## config.mk

```make
export PLATFORM = sky130hd
export DESIGN_NAME = keyed_alarm_table
export DESIGN_NICKNAME = d
export VERILOG_FILES = /design/src/rtl/core/kat_pkg.sv /design/src/rtl/core/kat_cell.sv /design/src/rtl/core/kat_chain.sv /design/src/rtl/core/keyed_alarm_table.sv
export SDC_FILE = /design/constraint.sdc
export NUM_CORES = 2
export LEC_CHECK = 0
export ABC_AREA = 1
export BUFFER_PORTS_ARGS = -buffer_cell sky130_fd_sc_hd__buf_2
export CORE_MARGIN = 2
export CORE_UTILIZATION = 35
export DETAILED_ROUTE_END_ITERATION = 8
export GPL_TIMING_DRIVEN = 0
export SKIP_LAST_GASP = 1
export SYNTH_ARGS = -nofsm -noshare
export SYNTH_HDL_FRONTEND = slang
export SYNTH_SLANG_ARGS = --single-unit
```

## constraint.sdc

```tcl
create_clock -name clk -period 8.15 [get_ports clk]
set_clock_uncertainty 0.05 [all_clocks]
set_input_delay 1.63 -clock clk [delete_from_list [all_inputs] [get_ports clk]]
set_output_delay 1.63 -clock clk [all_outputs]
set_load 0.005 [all_outputs]
```

## src/rtl/core/kat_pkg.sv

```systemverilog
// Shared types and constants for the keyed alarm table.
// No dependencies.
`timescale 1ns / 1ps
`default_nettype none
package kat_pkg;
  localparam int Capacity = 64;
  localparam int SlotW = 6;
  localparam int CountW = 7;

  typedef enum logic [2:0] {
    OP_ADD = 3'd0,
    OP_READ = 3'd1,
    OP_FIND = 3'd2,
    OP_DELETE = 3'd3,
    OP_CLEAR = 3'd4
  } op_t;

  localparam logic [1:0] ST_OK = 2'd0;
  localparam logic [1:0] ST_MISS = 2'd1;
  localparam logic [1:0] ST_FULL = 2'd2;

  typedef struct packed {
    logic [15:0] addr;
    logic [15:0] ident;
    logic [7:0] st;
  } entry_t;

  typedef struct packed {
    logic load;
    logic [SlotW-1:0] load_slot;
    entry_t load_entry;
  } cell_ctl_t;
endpackage
`default_nettype wire

```

## src/rtl/core/kat_cell.sv

```systemverilog
// One storage cell of the entry chain; rotates its entry to the next cell.
// Depends on kat_pkg.
`timescale 1ns / 1ps
`default_nettype none
module kat_cell (
  input  wire logic               clk,
  input  wire logic               shift,
  input  wire logic               load,
  input  kat_pkg::entry_t         load_entry,
  input  kat_pkg::entry_t         prev_entry,
  output kat_pkg::entry_t         entry
);
  import kat_pkg::*;
  entry_t entry_r;

  always_ff @(posedge clk) begin
    if (load) begin
      entry_r <= load_entry;
    end else if (shift) begin
      entry_r <= prev_entry;
    end
  end

  assign entry = entry_r;
endmodule
`default_nettype wire

```

## src/rtl/core/kat_chain.sv

```systemverilog
// Ring of cells holding the table. Cell 0 is the head, read by the controller.
// A rotation by one moves every entry one slot down; Capacity rotations restore order.
// Depends on kat_pkg, kat_cell.
`timescale 1ns / 1ps
`default_nettype none
module kat_chain (
  input  wire logic         clk,
  input  wire logic         shift,
  input  kat_pkg::cell_ctl_t ctl,
  output kat_pkg::entry_t   head
);
  import kat_pkg::*;
  entry_t cells [Capacity];

  for (genvar g = 0; g < Capacity; g++) begin : g_cell
    kat_cell u_cell (
      .clk       (clk),
      .shift     (shift),
      .load      (ctl.load && ctl.load_slot == SlotW'(g)),
      .load_entry(ctl.load_entry),
      .prev_entry(cells[(g + 1) % Capacity]),
      .entry     (cells[g])
    );
  end

  assign head = cells[0];
endmodule
`default_nettype wire

```

## src/rtl/core/keyed_alarm_table.sv

```systemverilog
// Keyed alarm table: unordered table of up to 64 entries (address, id, state).
// Input: in_* stream, one operation per transfer. Output: out_* stream, one
// result per operation.
// Storage is a ring of 64 cells. Each operation rotates the ring through all
// 64 positions, comparing the head entry against the key one slot per cycle,
// and capturing the head at the requested slot (a delete takes the last live
// one). Writes happen at the end, in absolute slot order, once the ring is back
// in place. One operation is in flight at a time: the rotation, the write-back
// and an idle state to take the next transfer.
// The next operation is accepted as soon as the result is registered, even if
// the receiver stalls; a held result blocks only the following completion.
// Reset clears the count and control; entry contents are undefined until written.
// Depends on kat_pkg, kat_chain, kat_cell.
`timescale 1ns / 1ps
`default_nettype none
module keyed_alarm_table (
  input  wire logic        clk,
  input  wire logic        rst_n,
  input  wire logic        in_tvalid,
  output wire logic        in_tready,
  // [2:0] operation, [18:3] alarm_address, [34:19] alarm_id, [42:35] alarm_state,
  // [43] update_only, [44] force_write, [50:45] slot_index, zero fill to 56
  input  wire logic [55:0] in_tdata,
  output wire logic        out_tvalid,
  input  wire logic        out_tready,
  // [1:0] status, [7:2] found_slot, [23:8] out_address, [39:24] out_id,
  // [47:40] out_state, [48] stored, [55:49] alarm_count
  output wire logic [55:0] out_tdata
);
  import kat_pkg::*;

  typedef enum logic [2:0] {
    S_IDLE = 3'b001,
    S_SCAN = 3'b010,
    S_DONE = 3'b100
  } state_t;

  state_t state_r, state_nxt;
  logic [2:0] op_r;
  logic [15:0] key_r, id_r;
  logic [7:0] st_r;
  logic upd_r, force_r;
  logic [SlotW-1:0] slot_r;
  logic [SlotW:0] pos_r;
  logic hit_r;
  logic [SlotW-1:0] hit_slot_r;
  entry_t hit_e_r, rd_e_r;
  logic [CountW-1:0] count_r;
  logic out_valid_r;
  logic [55:0] out_data_r;

  entry_t head;
  cell_ctl_t ctl;
  logic shift;
  logic [SlotW-1:0] pos_idx;
  logic live;

  assign pos_idx = pos_r[SlotW-1:0];
  assign live = {1'b0, pos_idx} < count_r;
  assign shift = state_r == S_SCAN;

  kat_chain u_chain (
    .clk  (clk),
    .shift(shift),
    .ctl  (ctl),
    .head (head)
  );

  assign in_tready = state_r == S_IDLE;
  assign out_tvalid = out_valid_r;
  assign out_tdata = out_data_r;

  // result decode
  logic [1:0] r_status;
  logic [SlotW-1:0] r_slot;
  entry_t r_e;
  logic r_stored;
  logic [CountW-1:0] r_count;
  logic slot_ok;

  assign slot_ok = {1'b0, slot_r} < count_r;

  always_comb begin
    r_status = ST_MISS;
    r_slot = '0;
    r_e = '0;
    r_stored = 1'b0;
    r_count = count_r;
    ctl = '0;
    ctl.load_entry = '{addr: key_r, ident: id_r, st: st_r};
    case (op_r)
      OP_ADD: begin
        if (hit_r) begin
          r_status = ST_OK;
          r_slot = hit_slot_r;
          if (hit_e_r.st != st_r || force_r) begin
            r_stored = 1'b1;
            ctl.load = 1'b1;
            ctl.load_slot = hit_slot_r;
          end
        end else if (upd_r) begin
          r_status = ST_MISS;
        end else if (count_r < CountW'(Capacity)) begin
          r_status = ST_OK;
          r_slot = count_r[SlotW-1:0];
          r_stored = 1'b1;
          r_count = count_r + 1'b1;
          ctl.load = 1'b1;
          ctl.load_slot = count_r[SlotW-1:0];
        end else begin
          r_status = ST_FULL;
        end
      end
      OP_READ: begin
        if (slot_ok) begin
          r_status = ST_OK;
          r_slot = slot_r;
          r_e = rd_e_r;
        end
      end
      OP_FIND: begin
        if (hit_r) begin
          r_status = ST_OK;
          r_slot = hit_slot_r;
        end
      end
      OP_DELETE: begin
        if (slot_ok) begin
          r_status = ST_OK;
          r_slot = slot_r;
          r_count = count_r - 1'b1;
          ctl.load = 1'b1;
          ctl.load_slot = slot_r;
          ctl.load_entry = rd_e_r;
        end
      end
      OP_CLEAR: begin
        r_status = ST_OK;
        r_count = '0;
      end
      default: ;
    endcase
    if (state_r != S_DONE || (out_valid_r && !out_tready)) begin
      ctl.load = 1'b0;
    end
  end

  always_comb begin
    state_nxt = state_r;
    unique case (state_r)
      S_IDLE: if (in_tvalid) state_nxt = S_SCAN;
      S_SCAN: if (pos_r == (SlotW+1)'(Capacity - 1)) state_nxt = S_DONE;
      S_DONE: if (!out_valid_r || out_tready) state_nxt = S_IDLE;
      default: state_nxt = S_IDLE;
    endcase
  end

  always_ff @(posedge clk) begin
    if (!rst_n) begin
      state_r <= S_IDLE;
      count_r <= '0;
      out_valid_r <= 1'b0;
      hit_r <= 1'b0;
      pos_r <= '0;
    end else begin
      state_r <= state_nxt;
      if (state_r == S_IDLE && in_tvalid) begin
        hit_r <= 1'b0;
        pos_r <= '0;
      end
      if (state_r == S_SCAN) begin
        pos_r <= pos_r + 1'b1;
        if (live && !hit_r && head.addr == key_r) begin
          hit_r <= 1'b1;
        end
      end
      if (state_r == S_DONE && (!out_valid_r || out_tready)) begin
        count_r <= r_count;
        out_valid_r <= 1'b1;
      end else if (out_valid_r && out_tready) begin
        out_valid_r <= 1'b0;
      end
    end
  end

  always_ff @(posedge clk) begin
    if (state_r == S_IDLE && in_tvalid) begin
      op_r <= in_tdata[2:0];
      key_r <= in_tdata[18:3];
      id_r <= in_tdata[34:19];
      st_r <= in_tdata[42:35];
      upd_r <= in_tdata[43];
      force_r <= in_tdata[44];
      slot_r <= in_tdata[50:45];
    end
    if (state_r == S_SCAN) begin
      if (live && !hit_r && head.addr == key_r) begin
        hit_slot_r <= pos_idx;
        hit_e_r <= head;
      end
      if (op_r == OP_READ && pos_idx == slot_r) begin
        rd_e_r <= head;
      end
      if (op_r == OP_DELETE && pos_idx == count_r[SlotW-1:0] - 1'b1) begin
        rd_e_r <= head;
      end
    end
    if (state_r == S_DONE && (!out_valid_r || out_tready)) begin
      out_data_r <= {r_count, r_stored, r_e.st, r_e.ident, r_e.addr, r_slot, r_status};
    end
  end

  assert property (@(posedge clk) disable iff (!rst_n) count_r <= CountW'(Capacity))
    else $error("count exceeds capacity");
  assert property (@(posedge clk) disable iff (!rst_n) ctl.load |-> state_r == S_DONE)
    else $error("cell write outside completion");
  assert property (@(posedge clk) disable iff (!rst_n)
      (in_tvalid && in_tready) |=> state_r == S_SCAN && pos_r == '0)
    else $error("scan did not start");
  assert property (@(posedge clk) disable iff (!rst_n)
      (out_valid_r && !out_tready) |=> out_valid_r && $stable(out_data_r))
    else $error("result changed while stalled");
endmodule
`default_nettype wire

```

==> Word-level counts from Yosys, hierarchy flattened <==
Index checks and enable logic that the tools add are counted.
W data, S select, Z words.
{ "totals": {"ff_bits": 2740, "out_inout_bits": 58, "elab_cells": 620} }
{ "op_classes": {"n_eq_ne": 79, "muxes": 170, "n_lt_le_gt_ge": 3, "reduce_logical": 152, "addsub": 4} }
{ "ops": {"columns": ["operator", "n"], "rows": [
  ["$mux W40", 131],
  ["$eq A6 B6 Y1 const B", 32],
  ["$reduce_bool A2 Y1", 67],
  ["$eq A6 B5 Y1 const B", 16],
  ["$logic_and A1 B1 Y1", 72],
  ["$mux W7", 10],
  ["$eq A6 B4 Y1 const B", 8],
  ["$mux W47", 1],
  ["$mux W6", 5],
  ["$eq A6 B3 Y1 const B", 4],
  ["$pmux W7 S3", 1],
  ["$pmux W6 S3", 1],
  ["$eq A16 B16 Y1", 1],
  ["$add A7 B1 Y7 const B", 2],
  ["$lt A6 B7 Y1", 2],
  ["$pmux W7 S2", 1],
  ["$eq A6 B2 Y1 const B", 2],
  ["$eq A6 B6 Y1", 2],
  ["$mux W1", 12],
  ["$eq A3 B2 Y1 const B", 3],
  ["$mux W3", 3],
  ["$pmux W3 S3", 1],
  ["$ne A8 B8 Y1", 1],
  ["$pmux W2 S4", 1],
  ["other kinds (18)", 29]
]} }

==> Logic depth before layout (Yosys ltp) <==
{ "logic_depth": {"word_depth": 8, "depth_mapped": 19, "depth_no_buf": 18} }

==> Modules after synthesis <==
From an unflattened synthesis, not the netlist that was laid out.
{ "unflattened": {"hier_cells": 11839, "hier_area_um2": 124734.6} }
{ "by_module_without_submodules": {"columns": ["mod", "instances", "cells_each", "seq_area_each_um2", "area_per_inst_um2"], "rows": [
  ["kat_cell", 64, 171, 1201.2, 1811.7],
  ["keyed_alarm_table", 1, 791, 5215.0, 8338.0],
  ["kat_chain", 1, 104, 0.0, 445.4]
]} }

==> Worst setup path after synthesis <==
OpenSTA, ideal clock, no wires.
{ "synth_path": {"path_kind": "input to register", "from": "input out_tready", "to": "register u_chain.g_cell[23].u_cell.entry_r, in the netlist u_chain.g_cell[23].u_cell.entry[0], enable pin", "arrival_time_ns": 6.414, "t_required_ns": 7.702, "cell_stages": 8, "setup_slack_ns": 1.288, "setup_time_ns": 0.398, "path_buffers": 2, "path_cell_list": "nor2_1 > nor2_1 > nand3_1 > nor2_2 > buf_2 > nand2_1 > clkbuf_1 > nand2_1"} }
{ "synth_via": {"elab_chain_cells": 6} }
{ "synth_rtl": {"columns": ["item", "line", "rtl"], "rows": [
  ["from (decl)", "keyed_alarm_table.sv:25", "input wire logic out_tready,"],
  ["$logic_not A1 Y1", "keyed_alarm_table.sv:143", "if (state_r != S_DONE || (out_valid_r && !out_tready)) begin"],
  ["$logic_and A1 B1 Y1", "keyed_alarm_table.sv:143", null],
  ["$logic_or A1 B1 Y1", "keyed_alarm_table.sv:143", null],
  ["$mux W1", "keyed_alarm_table.sv:143", null],
  ["$logic_and A1 B1 Y1", "kat_chain.sv:19", ".load (ctl.load && ctl.load_slot == SlotW'(g)),"],
  ["$reduce_bool A2 Y1 (no source line)", null, null],
  ["to (signal assigned)", "kat_cell.sv:18", "entry_r <= load_entry;"],
  ["to (signal assigned)", "kat_cell.sv:20", "entry_r <= prev_entry;"],
  ["to (decl)", "kat_cell.sv:14", "entry_t entry_r;"]
]} }
No other way between the ends.
A chain may end at the register's enable or synchronous reset.

==> Worst setup path after layout <==
{ "layout_path": {"from": "register count_r[5]", "to": "register u_chain.g_cell[0].u_cell.entry_r, in the netlist u_chain.g_cell[0].u_cell.entry[39] (data pin)"} }
{ "layout_via": {"elab_chain_cells": 8, "elab_cells_between_ends": 12, "classes_between": "order compare: 2; mux: 8; reduce/logical: 2"} }
{ "layout_rtl": {"columns": ["item", "line", "rtl"], "rows": [
  ["from (decl)", "keyed_alarm_table.sv:48", "logic [CountW-1:0] count_r;"],
  ["from (signal assigned)", "keyed_alarm_table.sv:178", "count_r <= r_count;"],
  ["$lt A7 B7 Y1", "keyed_alarm_table.sv:103", "end else if (count_r < CountW'(Capacity)) begin"],
  ["$mux W7", "keyed_alarm_table.sv:103", null],
  ["$mux W7", "keyed_alarm_table.sv:101", "end else if (upd_r) begin"],
  ["$mux W7", "keyed_alarm_table.sv:93", "if (hit_r) begin"],
  ["$pmux W7 S2", "keyed_alarm_table.sv:91", "case (op_r)"],
  ["$logic_not A6 Y1 or $mux W1 (tied branches)", "kat_chain.sv:19, keyed_alarm_table.sv:143", null],
  ["$logic_and A1 B1 Y1", "kat_chain.sv:19", null],
  ["$mux W40 *", "kat_cell.sv:17", "if (load) begin"],
  ["to (signal assigned)", "kat_cell.sv:18", null],
  ["to (signal assigned)", "kat_cell.sv:20", null],
  ["to (decl)", "kat_cell.sv:14", null]
]} }
Mark *: on every way between the ends. The rest lies on a longest branch, timed or not.

==> reports/qor.csv <==
metric,value,unit
outcome,"complete, but fails checks",
violations,"max-capacitance violations, max-slew violations",
vdd_drop_max,0.1679,mV
syn_nets,12288,
drc_errors,0,
cts.clk_slew.worst_paths,60,ps
post-dp-hpwl,292.4,mm
dp_cells,16961,
crit_arrival,6850,ps
power.density,225.0,mW/mm^2
crit_buf_inv,5,
syn_avg_cell_area,9.898,sq um
drtPass1Iterations,8,
clk_latency,910,ps
coreArea,0.3433,sq mm
slowest_stage,o21ai_1,
critPathMostFrequentCell,nand3_1,
slew_violations,98,
fin_hold_ws,399.1,ps
numPortBuffers,112,
layout.nets,12772,
critPathLaunchType,flop,
cp_max_fo,10,
rsz0062_at_grt,false,
worstPathRequired,8820,ps
grt_max_degree,41,
p_switching,7555,uW
synth_ff_type,edfxtp_1,
antenna_found_initial,33,
cts_sinks,2740,
grt_pass1_wl,579.2,mm
die_w,591.7,um
setup_viol,0,
max_freq,0.1618,GHz
p_clk_share,42.3,%
post_cts_buffers,0,
yosys_warnings,0,
fin_crit_sh,75.84,%
die_h,591.7,um
p_total,31180,uW
die_area,0.3501,sq mm
areaGrowthSynthToFinish,14.62,%
max_stage_delay,1440,ps
vias_per_cell,5.190,
cts-root-buf,clkbuf_16,
grt_util_all_layers,22.93,%
synth_edf_count,2721,
min_path_type,flop to flop,
rows,215,
drt_wl_total,411.3,mm
place.gp.congestion,0.9274,
slew_headroom,-6.814,%
tns,0,ps
grt_pass1_vias,83181,
combinationalPowerShare,6.5,%
seq_power_share,51.2,%
cts.repair.resized,0,
path_delay_family,buffers and inverters,
final_common_cell,nand2_1,
cts_hold_buf,0,
p_leak,0.05614,uW
fin_util,40.37,%
h-tree-depth,5,
start_util,35.22,%
max_slew.worst_pin.slew,1602,ps
drtAntennaViolNets,0,
cap_violations,9,
ys_async_sr_fraction,0,%
fin_cells,17492,
clk_path_buf_depth,4,
grt_overflow,0,
syn_inst,12213,
switching_share,24.23,%
path_cells,"clkinv_1, ha_1, inv_1, nor2_1, a21boi_4, nand3_1, buf_2, buf_1, o21ai_1, clkbuf_1, nand3_1, nand2_1",
avgRoutedWirePerCell,23.51,um
vias,90792,
cp-end-kind,flop,
cts_buffers,291,
final_cell_mix,"nand2_1, edfxtp_1, nand3_1, clkbuf_1, buf_2",
ys_seq_area_share,67.91,%
synth_cell_types,34,
cts_tree,built,
path_class,flop to flop,
period_needed,6181,ps
p_int,23630,uW
finalHoldViolations,0,
drt_iter0_drc,11767,
ioPinCount,118,
ys_ff_latch,2740,
netlist_area,0.1209,sq mm
drive_gt1_share,7.635,%
flip-flops by register name (all words and copies together), names as in the netlist, 8 cells and up:
name / cells
id_r: 16
out_tdata: 56
key_r: 16
st_r: 8
rd_e_r: 40
u_chain.g_cell.u_cell.entry: 2560
hit_e_r: 8
Yosys cell counts, types with 3 or more instances:
library cell | count | share of area (%)
o22ai_1 | 6 | 0.031
xor2_1 | 13 | 0.094
inv_2 | 19 | 0.059
nor2_1 | 100 | 0.31
o221ai_1 | 3 | 0.022
o211ai_1 | 4 | 0.025
nor2_2 | 16 | 0.083
clkbuf_1 | 777 | 2.4
edfxtp_1 | 2721 | 68
o21ai_1 | 40 | 0.17
buf_1 | 25 | 0.078
xnor2_1 | 6 | 0.043
a21oi_1 | 32 | 0.13
inv_1 | 125 | 0.39
dfxtp_1 | 19 | 0.31
clkinv_1 | 3 | 0.0093
nand3_1 | 1946 | 8.1
a221oi_1 | 3 | 0.022
nand2_1 | 6077 | 19
a31oi_1 | 5 | 0.026
buf_2 | 209 | 0.87
ha_1 | 15 | 0.16
nand4_1 | 7 | 0.036
o21ai_0 | 22 | 0.091
nor3_1 | 8 | 0.033
layout make-up:
cell class	count	area, sq um
Sequential cell	2740	82090
Buffer	1011	4109
Clock inverter	160	1383
Antenna cell	20	50.05
Inverter	147	551.8
Fill cell	33190	204700
Clock buffer	351	7740
Timing Repair Buffer	191	2240
Tap cell	4557	5702
Multi-Input combinational cell	8315	34700
cell families (layout without fill, tap and decap cells):
group	after synthesis	after routing	share of synthesized area, %
other	0	20	0
and+or+nand+nor	8157	8157	27.40
AOI/OAI and AO/OA	124	124	0.5838
xor gates and xnor gates	19	19	0.1377
adders and majority gates	15	15	0.1553
DFF	2740	2740	67.91
buffers and inverters	1158	1860	3.812
worst paths after layout:
kind | end | slack (ps) | from | cells past startpoint
setup / recovery | u_chain.g_cell[0].u_cell.entry[39]$_DFFE_PP_ | 1970 | count_r[5]$_SDFFE_PN0P_ | 12
hold / removal | rd_e_r[11]$_DFFE_PP_ | 400 | u_chain.g_cell[0].u_cell.entry[11]$_DFFE_PP_ | 0
setup reg to reg | u_chain.g_cell[0].u_cell.entry[39]$_DFFE_PP_ | 1970 | count_r[5]$_SDFFE_PN0P_ | 12
hold reg to reg | rd_e_r[11]$_DFFE_PP_ | 400 | u_chain.g_cell[0].u_cell.entry[11]$_DFFE_PP_ | 0
layer usage:
metal	global-route usage, %	part of all wire [%]	vias to the layer above	wire [um]
met2	34.80	43	4974	177500
met3	5.975	11	930	47020
met5	0.08117	0.067	-	275
li1	-	-	41810	-
met4	11.06	5.5	24	22540
met1	30.51	40	43054	164000
power by group through the flow:
stage,clock network (uW),registers (uW),logic (uW)
after global placement,0,16300,1780
after global routing,13700,16000,2070
after floorplan,0,16200,768
after detailed placement,0,16200,1940
after CTS,13200,15900,1950
final,13200,16000,2030
metrics by stage:
step | cell area (sq um) | setup slack [ps]
after global routing | 138500 | 1989
after global placement | 127100 | -3292
after detailed placement | 129400 | 1938
after floorplan | 120900 | 1288
final | 138600 | 1969
after CTS | 138500 | 2351
Power figures use the tool's default switching activity.
